## src/rtl/core/rrsc_pkg.sv

```systemverilog
// Package: shared widths, defaults and controller/datapath handshake structs for the rank counter.
`timescale 1ns / 1ps
package rrsc_pkg;

  // Fixed field widths of the channel payloads
  localparam int SAMPLE_W = 10;
  localparam int RANK_W   = 11;

  // Parameter defaults
  localparam int VALUE_BITS_DEF = 10;
  localparam int MAX_ITEMS_DEF  = 1024;

  // Commands from the controller to the datapath
  typedef struct packed {
    logic load;   // capture the sample beat and clear the walk registers
    logic rd;     // read the next node on the path
    logic clr;    // write zero at the clearing pointer and advance it
    logic emit;   // load the result register and count the item unless it overflowed
  } rrsc_cmd_t;

  // Status from the datapath to the controller
  typedef struct packed {
    logic full;      // capacity reached
    logic clr_last;  // clearing pointer at the last node
    logic out_free;  // result register can take a beat this cycle
  } rrsc_sts_t;

endpackage

```

## src/rtl/core/rrsc_ctrl.sv

```systemverilog
// Controller: clearing pass, tree walk sequencing and result hand-off.
`timescale 1ns / 1ps
module rrsc_ctrl #(
  parameter int VALUE_BITS = rrsc_pkg::VALUE_BITS_DEF
) (
  input  logic                clk,
  input  logic                rst_n,
  input  logic                in_valid,
  output logic                in_ready,
  input  rrsc_pkg::rrsc_sts_t sts,
  output rrsc_pkg::rrsc_cmd_t cmd
);
  import rrsc_pkg::*;

  localparam int LVL_W = $clog2(VALUE_BITS + 1);

  typedef enum logic [3:0] {
    ST_CLEAR = 4'b0001,
    ST_IDLE  = 4'b0010,
    ST_WALK  = 4'b0100,
    ST_DRAIN = 4'b1000
  } state_t;

  state_t             state_r, state_nxt;
  logic [LVL_W-1:0]   lvl_r, lvl_nxt;

  // Next state and commands
  always_comb begin
    state_nxt = state_r;
    lvl_nxt   = lvl_r;
    cmd       = '0;
    in_ready  = 1'b0;
    case (state_r)
      ST_CLEAR: begin
        cmd.clr = 1'b1;
        if (sts.clr_last) state_nxt = ST_IDLE;
      end
      ST_IDLE: begin
        in_ready = 1'b1;
        if (in_valid) begin
          cmd.load = 1'b1;
          lvl_nxt  = '0;
          // a full counter skips the walk and reports overflow
          state_nxt = sts.full ? ST_DRAIN : ST_WALK;
        end
      end
      ST_WALK: begin
        cmd.rd  = 1'b1;
        lvl_nxt = lvl_r + LVL_W'(1);
        if (lvl_r == LVL_W'(VALUE_BITS)) state_nxt = ST_DRAIN;
      end
      ST_DRAIN: begin
        if (sts.out_free) begin
          cmd.emit  = 1'b1;
          state_nxt = ST_IDLE;
        end
      end
      default: state_nxt = ST_CLEAR;
    endcase
  end

  always_ff @(posedge clk) begin
    if (!rst_n) begin
      state_r <= ST_CLEAR;
      lvl_r   <= '0;
    end else begin
      state_r <= state_nxt;
      lvl_r   <= lvl_nxt;
    end
  end

endmodule

```

## config.mk

```make
export PLATFORM = sky130hd
export DESIGN_NAME = rrsc_ctrl
export DESIGN_NICKNAME = d
export VERILOG_FILES = /design/src/rtl/core/rrsc_pkg.sv /design/src/rtl/core/rrsc_ctrl.sv
export SDC_FILE = /design/constraint.sdc
export NUM_CORES = 1
export LEC_CHECK = 0
export CAP_MARGIN = 20
export CORE_AREA = 2 2 39 41
export CTS_CLUSTER_DIAMETER = 60
export DETAILED_ROUTE_END_ITERATION = 12
export DIE_AREA = 0 0 41 43
export DONT_BUFFER_PORTS = 1
export PLACE_DENSITY = 0.6
export RECOVER_POWER = 100
export SYNTH_ARGS = -nofsm -noshare
export SYNTH_HDL_FRONTEND = slang
export SYNTH_SLANG_ARGS = --single-unit
```

## constraint.sdc

```tcl
create_clock -name clk -period 2 [get_ports clk]
set_clock_uncertainty 0.2 [all_clocks]
set_input_delay 0.2 -clock clk [delete_from_list [all_inputs] [get_ports clk]]
set_output_delay 0.2 -clock clk [all_outputs]
set_load 0.05 [all_outputs]
```

==> impl_metrics.env, run 1 <==
export IMPL_wl_per_cell_um=11.6
export IMPL_holdWs_ns=0.0506
export IMPL_finalCritPeriodShare=0.926
export IMPL_grt_pass1_wl_um=1850
export IMPL_layout_common_cells="8 x dfxtp_1, 6 x nor2_1, 6 x nand2_1"
export IMPL_grt_overflow_total=0
export IMPL_synthSimpleGateAreaFrac=0.348
export IMPL_port_buffers=0
export IMPL_postSynthCellCount=63
export IMPL_initial_core_util=0.382
export IMPL_maxCapViolations=0
export IMPL_vias=449
export IMPL_synth_distinct_cells=28
export IMPL_setup_viol=0
export IMPL_ctsHoldBuffers=3
export IMPL_post_cts_buffers=0
export IMPL_hold_end="lvl_r[2]"
export IMPL_syn_area_um2=529
export IMPL_tightestPinTransition_ns=0.567
export IMPL_dpl_hpwl_um=761
export IMPL_reg2reg_to="state_r[3]"
export IMPL_cts_tree="yes"
export IMPL_worst_slack_ns=0.147
export IMPL_slowest_delay_ns=0.56
export IMPL_place_ws_ns=0.271
export IMPL_synthAdderAreaFrac=0.0473
export IMPL_globalplace_congestion=0.717
export IMPL_power_density_nw_per_um2=744
export IMPL_synth_compound_area_share=0.116
export IMPL_cp_data_arrival_time_ns=1.45
export IMPL_crit_type="reg2out"
export IMPL_cp_slowest_cell="or4b_4"
export IMPL_layout_commonest_cell="dfxtp_1"
export IMPL_reg2reg_from="state_r[3]"
export IMPL_viasPerCell=5.10
export IMPL_first_pass_iters=4
export IMPL_clock_root_buffer="clkbuf_4"
export IMPL_status="finished clean"
export IMPL_path_depth=3
export IMPL_clk_latency_ns=0.25
export IMPL_synth_top_family_by_area="simple AND/OR/NAND/NOR gates"
export IMPL_max_freq_ghz=0.540
export IMPL_core_rowCount=14
export IMPL_ios=11
export IMPL_path_clk_slew_ns=0.06
export IMPL_critical_path_cell_chain="or4b_4, inv_1, buf_4"
export IMPL_r2r_cells=5
export IMPL_path_max_fanout=5
export IMPL_drt_first_iter_violations=2
export IMPL_critPathBufInv=2
export IMPL_crit_path_end_kind="output pin"
export IMPL_place_inst=82
export IMPL_cts_sinks=8
export IMPL_dieArea_um2=1760
export IMPL_crit_family="simple AND/OR/NAND/NOR gates"
export IMPL_yosys_register_bits=8
export IMPL_antenna_found_initial=0
export IMPL_max_slew_margin_rel=0.619
export IMPL_worstHoldPathCells=2
export IMPL_grt_usage=0.155
export IMPL_drive_gt1_frac=0.208
export IMPL_num_antenna_cells=0
export IMPL_synth_avg_cell_area_um2=8.40
export IMPL_synth_xor_area_frac=0.0496
export IMPL_layoutNonFillerInstCount=88
export IMPL_core_area_um2=1380
export IMPL_ys_seq_area_frac=0.303
export IMPL_peakVddDrop_v=0.000352
export IMPL_startpoint_type="flip-flop"
export IMPL_syn_nets=71
export IMPL_fin_nets=82
export IMPL_crit_required_ns=1.60
export IMPL_syn_to_final_growth_pct=19.1
export IMPL_final_hold_viol_count=0
export IMPL_synthMuxAreaShare=0.0567
export IMPL_hold_class="in2reg"
export IMPL_grt_pass1_vias=441
export IMPL_ys_warn_count=0
export IMPL_rsz0062_at_grt="false"
export IMPL_cts_htree_levels=1
export IMPL_drt_total_wl_um=1020
export IMPL_slew_viol_final=0
export IMPL_antenna_left=0
export IMPL_drcViolationCount=0
export IMPL_worst_hold_startpoint="in_valid"
export IMPL_period_needed_ns=1.85
export IMPL_leakage_nw=0.270
export IMPL_rrSetupSlack_ns=0.23
export IMPL_die_height_um=43
export IMPL_grt_max_degree=12
export IMPL_cts_buffers=3
export IMPL_ctsResizeCount=0
export IMPL_fp_dieW_um=41
export IMPL_clock_path_buffers=2
Yosys cell counts (all sizes together):
| cell | number | share of area |
|---|---|---|
| nor2b | 1 | 0.012 |
| ha | 2 | 0.047 |
| o21ai | 4 | 0.038 |
| a22oi | 1 | 0.014 |
| buf | 3 | 0.038 |
| or4b | 1 | 0.026 |
| nor4b | 2 | 0.073 |
| nand3 | 2 | 0.019 |
| nor3b | 1 | 0.014 |
| o21a | 2 | 0.028 |
| a31oi | 1 | 0.012 |
| xor2 | 2 | 0.033 |
| xnor2 | 1 | 0.017 |
| and4b | 1 | 0.021 |
| nand4 | 1 | 0.012 |
| nor2 | 6 | 0.043 |
| and3 | 3 | 0.035 |
| nand3b | 3 | 0.043 |
| nand2 | 7 | 0.050 |
| clkbuf | 1 | 0.0071 |
| inv | 5 | 0.035 |
| a21oi | 1 | 0.0094 |
| mux2i | 3 | 0.057 |
| o31ai | 1 | 0.014 |
| dfxtp | 8 | 0.30 |
worst reg2reg max path, delay by kind of cell (launching register included):
kind,cells,cell delay (ns)
AO/OA/AOI/OAI,2,0.54
buffers and inverters,1,0.19
flip-flops,1,0.33
AND/OR/NAND/NOR,1,0.20
multiplexers,1,0.24
stage by stage:
step / util / power (mW) / setup TNS [ns] / instance area (um2)
final: 0.456 / 0.469 / 0 / 631
after global routing: 0.456 / 0.501 / 0 / 631
after CTS: 0.471 / 0.494 / 0 / 652
after detailed placement: 0.433 / 0.363 / 0 / 599
after global placement: 0.433 / 0.362 / 0 / 599
after floorplan: - / 0.329 / -0.0109 / 557
cell families after synthesis:
kind of cell | Yosys count
AO/OA/AOI/OAI | 10
flip-flops | 8
buffers and inverters | 9
XOR/XNOR | 3
adder cells (fa/ha/maj) | 2
multiplexers | 3
AND/OR/NAND/NOR | 28
how the worst max path moves through the flow:
stage | end | from
after floorplan | lvl_r[0] | state_r[3]
after global placement | lvl_r[3] | state_r[0]
after detailed placement | lvl_r[3] | state_r[0]
after CTS | cmd[3] | state_r[3]
after global routing | state_r[3] | state_r[3]
final | cmd[2] | state_r[0]
final cells by class:
class	count	area [um2]
fill	146	753
multi-input combinational	46	328
sequential	8	160
timing repair buffer	10	77.6
clock buffer	3	22.5
inverter	5	22.5
tap	16	20.0
state kept, by name, summed over array words and instances, names as in the netlist:
signal / count
lvl_r: 4
state_r: 4
layer usage:
layer	vias to the layer above	track usage	routed length [um]
met5	-	0	0
met2	10	0.238	493
met1	201	0.184	450
li1	236	-	-
met3	2	0.0471	53
met4	0	0.0800	19
power breakdown:
part	internal (mW)	switching (mW)	total (mW)
Clock	0.0686	0.0533	0.122
Sequential	0.170	0.00531	0.176
Combinational	0.0654	0.106	0.172
Note: power is estimated with default switching activity, not from simulation.
==> inputs of run 2 (changes only) <==
- CTS_BUF_LIST: default -> sky130_fd_sc_hd__clkbuf_8
==> run 2 against run 1 <==
- cell count did not move
- via count rose by 1.3%
- count of clock-buffer cells in the layout did not move
- critical path depth did not move
- flip-flop and latch count did not move
- critical path type unchanged
- clock power rose by 58%
- largest power group is now clock
- worst setup slack improved by 0.028 ns
- non-clock buffer count did not move
- register-to-register slack barely moved
==> impl_metrics.env, run 2 (same netlist as run 1, synthesis figures left out) <==
export IMPL_clk_latency_ns=0.23
export IMPL_status="finished clean"
export IMPL_layout_commonest_cell="dfxtp_1"
export IMPL_layout_common_cells="7 x dfxtp_1, 6 x nor2_1, 6 x nand2_1"
export IMPL_drcViolationCount=0
export IMPL_totalPowerFinal_uw=541
export IMPL_startpoint="state_r[0]"
export IMPL_path_max_fanout=5
export IMPL_reg2reg_to="state_r[3]"
export IMPL_cts_htree_levels=1
export IMPL_slew_viol_final=0
export IMPL_cts_sinks=8
export IMPL_setup_viol=0
export IMPL_ios=11
export IMPL_endpoint="cmd[2]"
export IMPL_rsz0062_at_grt="false"
export IMPL_crit_required_ns=1.60
export IMPL_p_sw_frac=0.322
export IMPL_tightestPinTransition_ns=0.567
export IMPL_worstHoldPathCells=4
export IMPL_grt_max_degree=12
export IMPL_r2r_cells=5
export IMPL_num_antenna_cells=0
export IMPL_globalplace_congestion=0.717
export IMPL_syn_to_final_growth_pct=22.9
export IMPL_dpl_hpwl_um=761
export IMPL_fp_dieW_um=41
export IMPL_crit_type="reg2out"
export IMPL_viasPerCell=5.17
export IMPL_worst_hold_startpoint="sts[2]"
export IMPL_drive_gt1_frac=0.222
export IMPL_crit_path_end_kind="output pin"
export IMPL_max_freq_ghz=0.548
export IMPL_p_int_uw=367
export IMPL_power_density_nw_per_um2=832
export IMPL_core_area_um2=1380
export IMPL_final_util=0.470
export IMPL_cp_data_arrival_time_ns=1.42
export IMPL_worst_slack_ns=0.175
export IMPL_vias=455
export IMPL_final_hold_viol_count=0
export IMPL_antenna_found_initial=0
export IMPL_reg2reg_from="state_r[3]"
export IMPL_leakage_nw=0.278
export IMPL_clock_path_buffers=2
export IMPL_fin_area_um2=651
export IMPL_ctsResizeCount=0
export IMPL_antenna_left=0
export IMPL_hold_class="in2reg"
export IMPL_grt_overflow_total=0
export IMPL_port_buffers=0
export IMPL_path_clk_slew_ns=0.04
export IMPL_drt_first_iter_violations=3
export IMPL_drt_total_wl_um=1030
export IMPL_place_ws_ns=0.271
export IMPL_period_needed_ns=1.82
export IMPL_wl_per_cell_um=11.7
export IMPL_maxCapViolations=0
export IMPL_pwr_share_seq=0.326
export IMPL_rrSetupSlack_ns=0.24
export IMPL_first_pass_iters=4
export IMPL_peakVddDrop_v=0.000324
export IMPL_power_frac_clock=0.357
export IMPL_grt_usage=0.163
export IMPL_p_sw_uw=175
export IMPL_core_rowCount=14
export IMPL_power_frac_comb=0.317
export IMPL_cts_tree="yes"
export IMPL_fin_nets=82
export IMPL_initial_core_util=0.382
export IMPL_clock_root_buffer="clkbuf_8"
export IMPL_cts_buffers=3
export IMPL_finalCritPeriodShare=0.912
export IMPL_fill_cells=143
export IMPL_grt_pass1_vias=441
export IMPL_top_regs="lvl_r (4), state_r (4)"
export IMPL_dieArea_um2=1760
export IMPL_startpoint_type="flip-flop"
export IMPL_place_area_um2=599
export IMPL_grt_pass1_wl_um=1860
export IMPL_die_height_um=43
export IMPL_max_slew_margin_rel=0.619
export IMPL_fin_setup_tns_ns=0
## run 2: layer usage
metal / track usage / part of all wire / wire, um / vias up
li1: - / - / - / 237
met1: 0.181 / 0.44 / 451 / 205
met2: 0.238 / 0.48 / 497 / 11
met3: 0.0785 / 0.056 / 58 / 2
met4: 0.100 / 0.021 / 22 / 0
met5: 0 / 0 / 0 / -
## run 2: worst max-delay path: stages (launching register included)
cell	delay, ns
dfxtp_1	0.30
or4b_4	0.56
inv_1	0.13
buf_4	0.21
## run 2: how the worst min path moves through the flow
stage	slack, ns	end
2_1_floorplan	0.16	state_r[2]
3_3_place_gp	0.07	state_r[0]
3_5_place_dp	0.07	state_r[0]
4_1_cts	0.07	lvl_r[2]
5_1_grt	0.08	lvl_r[2]
6_report	0.07	state_r[3]
## run 2: timing repair
action                    in CTS  in global routing
buffers inserted               0                  0
hold buffers                   3                  0
hold endpoints to repair       8                  0
## run 2: per-stage QoR
stage	hold slack, ns	cells
3_5_place_dp	0.0726	82
4_1_cts	0.0715	88
2_1_floorplan	0.162	63
6_report	0.0700	88
3_3_place_gp	0.0746	82
5_1_grt	0.0831	88
## run 2: power groups by stage
stage / logic, mW / registers [mW] / clock network, mW
2_1_floorplan: 0.145 / 0.184 / 0
3_3_place_gp: 0.183 / 0.178 / 0
3_5_place_dp: 0.184 / 0.179 / 0
4_1_cts: 0.192 / 0.176 / 0.197
5_1_grt: 0.190 / 0.178 / 0.205
6_report: 0.172 / 0.176 / 0.193
## run 2: layout make-up
cell class / count / area [um2] / area share
multi-input cells: 46 / 328 / 0.504
inverters: 5 / 22.5 / 0.0346
repair buffers: 10 / 77.6 / 0.119
flip-flops and latches: 8 / 161 / 0.248
well taps: 16 / 20.0 / 0.0308
clock buffers: 3 / 41.3 / 0.0635
